--- src/rtl/core/cqr_pkg.sv ---
// Shared types and constants for the circular queue with readout.
// Used by cqr_ctrl, cqr_datapath and circular_queue_with_readout_core.
`default_nettype none

package cqr_pkg;

	localparam int DEPTH_DEF = 8;
	localparam int WORD_W    = 32;
	localparam int MODE_W    = 2;
	localparam int STATUS_W  = 2;

	localparam logic [MODE_W-1:0] MODE_INSERT  = 2'd0;
	localparam logic [MODE_W-1:0] MODE_REMOVE  = 2'd1;
	localparam logic [MODE_W-1:0] MODE_READOUT = 2'd2;

	localparam logic [STATUS_W-1:0] ST_OK    = 2'd0;
	localparam logic [STATUS_W-1:0] ST_FULL  = 2'd1;
	localparam logic [STATUS_W-1:0] ST_EMPTY = 2'd2;

	// controller to datapath
	typedef struct packed {
		logic                load_code;  // load a word-less result with code
		logic [STATUS_W-1:0] code;
		logic                push;       // write item into ring at tail
		logic                begin_dump; // latch head, start first ring read
		logic                single;     // dump only the oldest word
		logic                pop;        // advance head, drop one word
		logic                emit;       // move read word into output register
	} cmd_t;

	// datapath to controller
	typedef struct packed {
		logic empty;
		logic full;
		logic out_free;
		logic final_word;
	} sts_t;

endpackage

`default_nettype wire

--- src/rtl/core/cqr_ctrl.sv ---
// Request sequencer for the circular queue: idle decode and word dump.
// Depends on cqr_pkg for command/status structs and codes.
`default_nettype none

module cqr_ctrl (
	input  wire logic                        clk,
	input  wire logic                        arst_n,
	input  wire logic                        req_valid,
	input  wire logic [cqr_pkg::MODE_W-1:0]  mode,
	output logic                             req_stall,
	input  wire cqr_pkg::sts_t               sts,
	output cqr_pkg::cmd_t                    cmd
);

	typedef enum logic {
		S_IDLE,
		S_DUMP
	} state_t;

	state_t state_q;
	logic   accept;

	assign req_stall = !((state_q == S_IDLE) && sts.out_free);
	assign accept    = req_valid && !req_stall;

	always_comb begin
		cmd = '0;
		cmd.code = cqr_pkg::ST_OK;
		unique case (state_q)
			S_IDLE: begin
				if (accept) begin
					unique case (mode)
						cqr_pkg::MODE_INSERT: begin
							cmd.load_code = 1'b1;
							if (sts.full) begin
								cmd.code = cqr_pkg::ST_FULL;
							end else begin
								cmd.push = 1'b1;
							end
						end
						cqr_pkg::MODE_REMOVE: begin
							if (sts.empty) begin
								cmd.load_code = 1'b1;
								cmd.code      = cqr_pkg::ST_EMPTY;
							end else begin
								cmd.begin_dump = 1'b1;
								cmd.single     = 1'b1;
								cmd.pop        = 1'b1;
							end
						end
						cqr_pkg::MODE_READOUT: begin
							if (sts.empty) begin
								cmd.load_code = 1'b1;
								cmd.code      = cqr_pkg::ST_EMPTY;
							end else begin
								cmd.begin_dump = 1'b1;
							end
						end
						default: begin
						end
					endcase
				end
			end
			S_DUMP: begin
				cmd.emit = sts.out_free;
			end
			default: begin
			end
		endcase
	end

	always_ff @(posedge clk or negedge arst_n) begin
		if (!arst_n) begin
			state_q <= S_IDLE;
		end else begin
			unique case (state_q)
				S_IDLE: begin
					if (cmd.begin_dump) begin
						state_q <= S_DUMP;
					end
				end
				S_DUMP: begin
					if (sts.out_free && sts.final_word) begin
						state_q <= S_IDLE;
					end
				end
				default: begin
					state_q <= S_IDLE;
				end
			endcase
		end
	end

endmodule

`default_nettype wire

--- src/rtl/core/cqr_datapath.sv ---
// Ring memory, head/tail pointers, occupancy, dump cursor and output register.
// Depends on cqr_pkg; driven by cqr_ctrl commands.
`default_nettype none

module cqr_datapath #(
	parameter int DEPTH = cqr_pkg::DEPTH_DEF
) (
	input  wire logic                               clk,
	input  wire logic                               arst_n,
	input  wire cqr_pkg::cmd_t                      cmd,
	output cqr_pkg::sts_t                           sts,
	input  wire logic signed [cqr_pkg::WORD_W-1:0]  push_value,
	input  wire logic                               rsp_stall,
	output logic                                    rsp_valid,
	output logic [cqr_pkg::STATUS_W-1:0]            status,
	output logic signed [cqr_pkg::WORD_W-1:0]       word_out,
	output logic                                    last
);

	localparam int PTR_W = $clog2(DEPTH);
	localparam int CNT_W = $clog2(DEPTH + 1);

	function automatic logic [PTR_W-1:0] next_idx(input logic [PTR_W-1:0] p);
		logic [PTR_W-1:0] n;
		if (p == PTR_W'(DEPTH - 1)) begin
			n = '0;
		end else begin
			n = p + PTR_W'(1);
		end
		return n;
	endfunction

	logic signed [cqr_pkg::WORD_W-1:0] ring_q [DEPTH];
	logic signed [cqr_pkg::WORD_W-1:0] rd_data_q;

	logic [PTR_W-1:0] head_q;
	logic [PTR_W-1:0] tail_q;
	logic [CNT_W-1:0] count_q;
	logic [PTR_W-1:0] idx_q;
	logic [CNT_W-1:0] remain_q;

	logic                              rsp_valid_q;
	logic [cqr_pkg::STATUS_W-1:0]      status_q;
	logic signed [cqr_pkg::WORD_W-1:0] word_q;
	logic                              last_q;

	logic             rd_en;
	logic [PTR_W-1:0] rd_addr;
	logic             final_word;

	assign final_word = (remain_q == CNT_W'(1));
	assign rd_en      = cmd.begin_dump || (cmd.emit && !final_word);
	assign rd_addr    = cmd.begin_dump ? head_q : next_idx(idx_q);

	assign sts.empty      = (count_q == '0);
	assign sts.full       = (count_q == CNT_W'(DEPTH));
	assign sts.out_free   = !rsp_valid_q || !rsp_stall;
	assign sts.final_word = final_word;

	always_ff @(posedge clk) begin
		if (cmd.push) begin
			ring_q[tail_q] <= push_value;
		end
		if (rd_en) begin
			rd_data_q <= ring_q[rd_addr];
		end
	end

	always_ff @(posedge clk or negedge arst_n) begin
		if (!arst_n) begin
			head_q   <= '0;
			tail_q   <= '0;
			count_q  <= '0;
			idx_q    <= '0;
			remain_q <= '0;
		end else begin
			if (cmd.push) begin
				tail_q  <= next_idx(tail_q);
				count_q <= count_q + CNT_W'(1);
			end else if (cmd.pop) begin
				head_q  <= next_idx(head_q);
				count_q <= count_q - CNT_W'(1);
			end
			if (cmd.begin_dump) begin
				idx_q    <= head_q;
				remain_q <= cmd.single ? CNT_W'(1) : count_q;
			end else if (cmd.emit) begin
				idx_q    <= next_idx(idx_q);
				remain_q <= remain_q - CNT_W'(1);
			end
		end
	end

	always_ff @(posedge clk or negedge arst_n) begin
		if (!arst_n) begin
			rsp_valid_q <= 1'b0;
		end else if (cmd.load_code || cmd.emit) begin
			rsp_valid_q <= 1'b1;
		end else if (!rsp_stall) begin
			rsp_valid_q <= 1'b0;
		end
	end

	always_ff @(posedge clk) begin
		if (cmd.load_code) begin
			status_q <= cmd.code;
			word_q   <= '0;
			last_q   <= 1'b1;
		end else if (cmd.emit) begin
			status_q <= cqr_pkg::ST_OK;
			word_q   <= rd_data_q;
			last_q   <= final_word;
		end
	end

	assign rsp_valid = rsp_valid_q;
	assign status    = status_q;
	assign word_out  = word_q;
	assign last      = last_q;

endmodule

`default_nettype wire

--- src/rtl/core/circular_queue_with_readout_core.sv ---
// Circular queue with readout: insert, remove-oldest and full readout.
// Insert and any refused or empty request give their item in the cycle after acceptance; a
// remove or readout moves each word through the registered ring read port, then the output
// register, and a readout gives its words one a cycle while rsp_stall is low. No request is
// taken until a remove or readout has emitted its last word.
// Reset clears pointers, occupancy and the sequencer; ring contents stay undefined.
`default_nettype none

module circular_queue_with_readout_core #(
	parameter int DEPTH = cqr_pkg::DEPTH_DEF
) (
	input  wire logic                               clk,
	input  wire logic                               arst_n,
	input  wire logic                               req_valid,
	output logic                                    req_stall,
	input  wire logic [cqr_pkg::MODE_W-1:0]         mode,
	input  wire logic signed [cqr_pkg::WORD_W-1:0]  push_value,
	output logic                                    rsp_valid,
	input  wire logic                               rsp_stall,
	output logic [cqr_pkg::STATUS_W-1:0]            status,
	output logic signed [cqr_pkg::WORD_W-1:0]       word_out,
	output logic                                    last
);

	cqr_pkg::cmd_t cmd;
	cqr_pkg::sts_t sts;

	cqr_ctrl u_ctrl (
		.clk       (clk),
		.arst_n    (arst_n),
		.req_valid (req_valid),
		.mode      (mode),
		.req_stall (req_stall),
		.sts       (sts),
		.cmd       (cmd)
	);

	cqr_datapath #(
		.DEPTH (DEPTH)
	) u_datapath (
		.clk        (clk),
		.arst_n     (arst_n),
		.cmd        (cmd),
		.sts        (sts),
		.push_value (push_value),
		.rsp_stall  (rsp_stall),
		.rsp_valid  (rsp_valid),
		.status     (status),
		.word_out   (word_out),
		.last       (last)
	);

	a_no_accept_in_dump: assert property (@(posedge clk) disable iff (!arst_n)
		cmd.emit |-> req_stall)
		else $error("request accepted during word dump");

	a_insert_result: assert property (@(posedge clk) disable iff (!arst_n)
		(req_valid && !req_stall && mode == cqr_pkg::MODE_INSERT) |=> (rsp_valid && last))
		else $error("insert gave no single result");

	a_empty_readout: assert property (@(posedge clk) disable iff (!arst_n)
		(req_valid && !req_stall && mode == cqr_pkg::MODE_READOUT && sts.empty)
		|=> (rsp_valid && status == cqr_pkg::ST_EMPTY && last))
		else $error("readout of empty queue not reported");

	a_full_not_empty: assert property (@(posedge clk) disable iff (!arst_n)
		!(sts.full && sts.empty))
		else $error("occupancy both full and empty");

endmodule

`default_nettype wire

--- config.mk ---
export PLATFORM = sky130hd
export DESIGN_NAME = circular_queue_with_readout_core
export DESIGN_NICKNAME = d
export VERILOG_FILES = /design/src/rtl/core/cqr_pkg.sv /design/src/rtl/core/cqr_ctrl.sv /design/src/rtl/core/cqr_datapath.sv /design/src/rtl/core/circular_queue_with_readout_core.sv
export SDC_FILE = /design/constraint.sdc
export NUM_CORES = 1
export LEC_CHECK = 0
export ABC_CLOCK_PERIOD_IN_PS = 12800
export BUFFER_PORTS_ARGS = -buffer_cell sky130_fd_sc_hd__buf_4
export CORE_MARGIN = 2
export CORE_UTILIZATION = 55
export DETAILED_ROUTE_END_ITERATION = 12
export PLACE_DENSITY = 0.7
export SLEW_MARGIN = 0
export SYNTH_ARGS = -nofsm -noshare
export SYNTH_HDL_FRONTEND = slang
export SYNTH_SLANG_ARGS = --single-unit
--- constraint.sdc ---
create_clock -name clk -period 12.8 [get_ports clk]
set_clock_uncertainty 0.05 [all_clocks]
set_input_delay 3.2 -clock clk [delete_from_list [all_inputs] [get_ports clk]]
set_output_delay 3.2 -clock clk [all_outputs]
set_load 0.05 [all_outputs]
Yosys cells after proc, flatten, opt, wreduce, memory -nomap -nowiden
Memories as Yosys holds them, arrays and structs flattened. A register that Yosys moved wholly into a read port is not among the register bits. Cells that the tools add are included.

Bits in registers: 54. Output and inout bits: 37. Latch bits: 0. Memory bits (read-only): 0. Word-level logic and storage cells: 77. RAM bits: 256. Bits of input ports: 38. Memories: 1.

Multiply operators: 0. Multiplexer cells: 32. Divide/modulo/power cells: 0. Bitwise operators: 2. $lt $le $gt $ge: 0. Reduce and logical (&&, ||, !) cells: 18. Shift-type cells: 0. Eq/ne operators: 8. Add/subtract/negate cells: 6.

Memories: u_datapath.ring_q (words 8, width 32, rd ports 1, clocked after memory_dff 1, write ports 1, RTL line cqr_datapath.sv:33) `logic signed [cqr_pkg::WORD_W-1:0] ring_q [DEPTH];`.

Operator list (count): 3-bit two-way mux (8); 4-bit two-way mux (5); 7-bit two-way mux (2); 1-bit two-way mux (11); 3-bit by 1-bit adder with 3-bit output, second input constant (3); 3-bit == test, second input constant (3); 4-bit by 1-bit subtractor with 4-bit output, second input constant (2); 2-bit two-way mux (3); 3-bit case mux with 2 select lines (1); 2-bit nonzero test (3); 4-bit by 1-bit adder with 4-bit output, second input constant (1); 4-bit by 1-bit == test with 1-bit output, second input constant (1); 4-bit == test, second input constant (1); 1-bit logical AND (4); 1-bit zero test (4); 4-bit zero test (1); 1-bit case mux with 2 select lines (2); 1-bit logical OR (3); 2-bit by 1-bit == test with 1-bit output, second input constant (1); 2-bit == test, second input constant (1); 2-bit zero test (1); 2-bit by 1-bit != test with 1-bit output, second input constant (1); 1-bit NOT (2); 2-bit AND reduction (1); 2-bit OR reduction (1).

Longest topological paths before layout
Depth in word-level cells: 8. Mapped depth: 10. Mapped depth without buffers: 9.

Modules after synthesis
Synthesis repeated with hierarchy kept, for this count alone.

Cells, all modules: 963. Area total of the unflattened synthesis: 13317.8 um^2.

By module, submodules not included: cqr_datapath (area an instance 13116.3 um^2, instances 1, sequential area each 9819.4 um^2, cells an instance 943); cqr_ctrl (area an instance 201.4 um^2, instances 1, sequential area each 25.0 um^2, cells an instance 20).

Worst setup path after synthesis
No wires, ideal clock.

Path type: input port to flip-flop. Start: input rsp_stall. End: memory u_datapath.ring_q[0][0] (netlist bit) (enable). Cell stages on the path: 6. Required time: 12.247 ns. Buffers on the path: 1. Library setup time: 0.503 ns. Data arrival time: 7.678 ns. Setup slack: 4.570 ns. Cell sequence: a21oi_2 inv_2 buf_1 nor2_1 nand3_1 nor4_1.

Longest elaborated chain between the ends: 8.

RTL lines: start, declared (RTL line circular_queue_with_readout_core.sv:19) `input wire logic rsp_stall,`; 1-bit zero test (RTL line cqr_datapath.sv:57) `assign sts.out_free = !rsp_valid_q || !rsp_stall;`; 1-bit logical OR (RTL line cqr_datapath.sv:57); 1-bit logical AND (RTL line cqr_ctrl.sv:23) `assign req_stall = !((state_q == S_IDLE) && sts.out_free);`; 1-bit logical AND (RTL line cqr_ctrl.sv:24) `assign accept = req_valid && !req_stall;`; 7-bit two-way mux (RTL line cqr_ctrl.sv:31) `if (accept) begin`; 7-bit two-way mux (RTL line cqr_ctrl.sv:29) `unique case (state_q)`; 1-bit two-way mux (RTL line cqr_datapath.sv:61) `if (cmd.push) begin`; 1-bit two-way mux (implied by the code) (RTL line cqr_datapath.sv:62) `ring_q[tail_q] <= push_value;`; end, declared (RTL line cqr_datapath.sv:33).

No other way between the ends.

Worst setup path after layout
Start: input rsp_stall. End: output req_stall.

Longest elaborated chain between the ends: 4.

RTL lines: 1-bit zero test (RTL line cqr_datapath.sv:57); 1-bit logical OR (RTL line cqr_datapath.sv:57); 1-bit logical AND (RTL line cqr_ctrl.sv:23); 1-bit zero test (RTL line cqr_ctrl.sv:23); end, declared (RTL line circular_queue_with_readout_core.sv:15) `output logic req_stall,`.

No other way between the ends.

==> flow_summary.ini <==
[grt]
grt_antenna_before_repair = 0
grtUsageTotal = 0.242
overflow = 0
grt_pass1_vias = 9083
grt_pass1_wl_mm = 52.3
grt_max_degree = 67

[drt]
routedWlPerCell_um = 22.7
firstDrtPassIters = 5
num_vias = 9155
viasPerCell = 6.23
dr.first_iter.drc_count = 889
drc = 0
antenna_left = 0
drt-total-wl_mm = 33.4

[power]
internal_power_w = 0.00274
peakVddDrop_uv = 281
netSwitchingFraction = 0.378
clockPowerShare = 0.241
total_power_w = 0.00441
p_leak_nw = 6.09
p_sw_w = 0.00167
power_frac_comb = 0.415
p_seq_frac = 0.345
power_density_nw_per_um2 = 262

[yosys]
ys.flop_type = edfxtp_1
ys_seq_elements = 342
synth_cell_types = 54
synth_edf_count = 290
syn_inst = 1055
ys_seq_area_frac = 0.668
synth_nets = 1107
syn_avg_cell_area_um2 = 14.0
async_flop_share = 0.0556
yosysWarnings = 0
synth_area_um2 = 14700

[clock_tree]
clk_pin_slew_ns = 0.06
cts_root_buf = clkbuf_16
cts_setup_buffers = 0
cts_sinks = 342
clk_path_buf_depth = 3
cts_resized = 0
h-tree-depth = 2
cts_tree = built
numCtsBuffers = 36
hold_buffers = 0
clk_latency_ns = 0.51

[finish]
syn_to_final_growth_pct = 14.3
drive_above_1_share = 0.183
instances_no_fill = 1469
nets = 1161
diodes = 0
design_area_um2 = 16900

[timing]
fin_crit_sh = 0.628
period_needed_ns = 8.04
relSlewSlack = 0.164
finalHoldViolCount = 0
fmax_mhz = 124
slew_violations = 0
tightest_slew_ns = 1.25
fin_tns_setup_ns = 0
rsz0062_at_grt = false
setup_violations = 0

[place]
place_hpwl_mm = 18.6
gp_congestion = 0.785
portBuffers = 74
place_area_um2 = 15700
dp.cells = 1406

[critical_path]
critPathKind = in2out
cp_top_family = buffers and inverters
path_common_cell = buf_4
slowest_stage = inv_2
cp.arrival_ns = 4.79
cp_cell_sequence = buf_4 -> a21oi_4 -> buf_4 -> inv_2 -> buf_4
cp-start-kind = primary input
critPathBufInv = 4
crit_path_max_incr_delay_ns = 0.48
end_kind = output pin
required_ns = 9.55
path_max_fanout = 41
rr_startpoint = u_datapath.rsp_valid
startpoint = rsp_stall

[die]
num_io_pins = 75
rows = 59
die_h_um = 168
dieWidth_um = 168
die_area_um2 = 28100
core_um2 = 26200
initial_core_util = 0.563

[min_path]
hp-class = reg2reg
min_from = u_datapath.word_out[24]

[outcome]
status = finished, final reports clean

[flow_run]
cap_viol_max_count = 0
-- power groups by stage --
stage / Sequential (W) / Combinational [W] / Clock, W
2_1_floorplan: 0.00169 / 0.00120 / 0
3_3_place_gp: 0.00154 / 0.00178 / 0
3_5_place_dp: 0.00154 / 0.00182 / 0
4_1_cts: 0.00152 / 0.00183 / 0.00107
5_1_grt: 0.00154 / 0.00198 / 0.00112
6_report: 0.00152 / 0.00183 / 0.00106
-- through the flow --
step | hold WS [ns] | utilization | setup slack (ns)
floorplan | 0.408 | - | 4.57
global placement | 0.393 | 0.597 | 4.83
detailed placement | 0.398 | 0.597 | 4.83
CTS | 0.406 | 0.643 | 4.83
global route | 0.427 | 0.643 | 4.75
finish | 0.403 | 0.643 | 4.76
-- routing by layer --
layer  vias up  track usage  part of all wire
met5         -            0                 0
met4         0       0.0779             0.025
met3        60       0.0293             0.055
met2       313        0.396              0.48
met1      4573        0.342              0.44
li1       4209            -                 -
-- flip-flops by register name, indices dropped and copies added (netlist names) --
signal and cells:
u_datapath.head_q 3, u_datapath.ring_q 256, u_datapath.word_out 32, u_datapath.remain_q 4, u_datapath.rsp_valid 1, u_datapath.tail_q 3, u_datapath.status 2, u_datapath.last 1
u_datapath.count_q 4, u_datapath.rd_data_q 32, u_datapath.idx_q 3, u_ctrl.state_q 1
-- placed cells by master, fill, tap and decap left out, types with 3 or more instances in the layout --
cell / n
nand2b_1: 38
nand4_1: 3
a21oi_1: 38
ha_1: 13
nor2b_1: 32
dfxtp_1: 33
clkinv_2: 5
nor2_4: 3
a21o_1: 3
a211o_1: 32
a32oi_1: 32
nor3_1: 5
a21boi_0: 32
o21ai_0: 6
o32ai_1: 32
a211oi_1: 3
buf_4: 100
xor2_1: 4
nor3_2: 5
mux2i_1: 67
and3_1: 33
edfxtp_1: 290
clkinv_1: 9
clkbuf_16: 37
a221oi_2: 30
inv_1: 6
nor2_1: 3
nand2_1: 139
nor4_1: 34
mux2_2: 5
clkbuf_1: 5
dfrtp_1: 18
bufinv_16: 6
-- final cells by class --
class | count | area, um2
sequential | 342 | 9850
timing repair buffer | 100 | 751
fill | 1886 | 9360
clock buffer | 42 | 945
clock inverter | 21 | 250
tap | 335 | 419
inverter | 8 | 30.0
multi-input combinational | 621 | 4610
-- path summary, 6_finish.rpt --
path                                      endpoint  slack (ns)  cells past startpoint
setup / recovery                         req_stall        4.76                      5
hold / removal             u_datapath.word_out[24]        0.40                      2
setup reg to reg           u_datapath.rd_data_q[8]        8.05                      8
hold reg to reg            u_datapath.word_out[24]        0.40                      2
max in group asynchronous     u_datapath.head_q[1]        9.92                      1
min in group asynchronous      u_datapath.idx_q[1]        2.53                      1
-- worst reg2reg max path, delay by kind of cell, from the launching register on --
kind,cells,cell delay (ns)
buf+inv,3,1.53
compound gates,4,1.43
flops,1,0.46
simple gates,1,0.99
-- kinds of logic (layout without fill, tap and decap cells) --
family          Yosys count  count (layout)  share of synthesized area
compound gates          225             225                      0.134
simple gates            305             305                      0.105
mux                      72              72                     0.0493
xor+xnor                  5               5                    0.00297
flops                   342             342                      0.668
buf+inv                  92             171                     0.0284
fa+ha+maj                14              14                     0.0124
-- cell usage after synthesis, types with 33 or more instances --
library cell | number | area share
edfxtp_1 | 290 | 0.59
nand2_1 | 139 | 0.035
mux2i_1 | 67 | 0.045
clkbuf_1 | 57 | 0.015
a21oi_1 | 39 | 0.013
nand2b_1 | 38 | 0.016
nor4_1 | 35 | 0.015
and3_1 | 33 | 0.014
dfxtp_1 | 33 | 0.045
No activity file was read; power rests on OpenSTA's default activity.
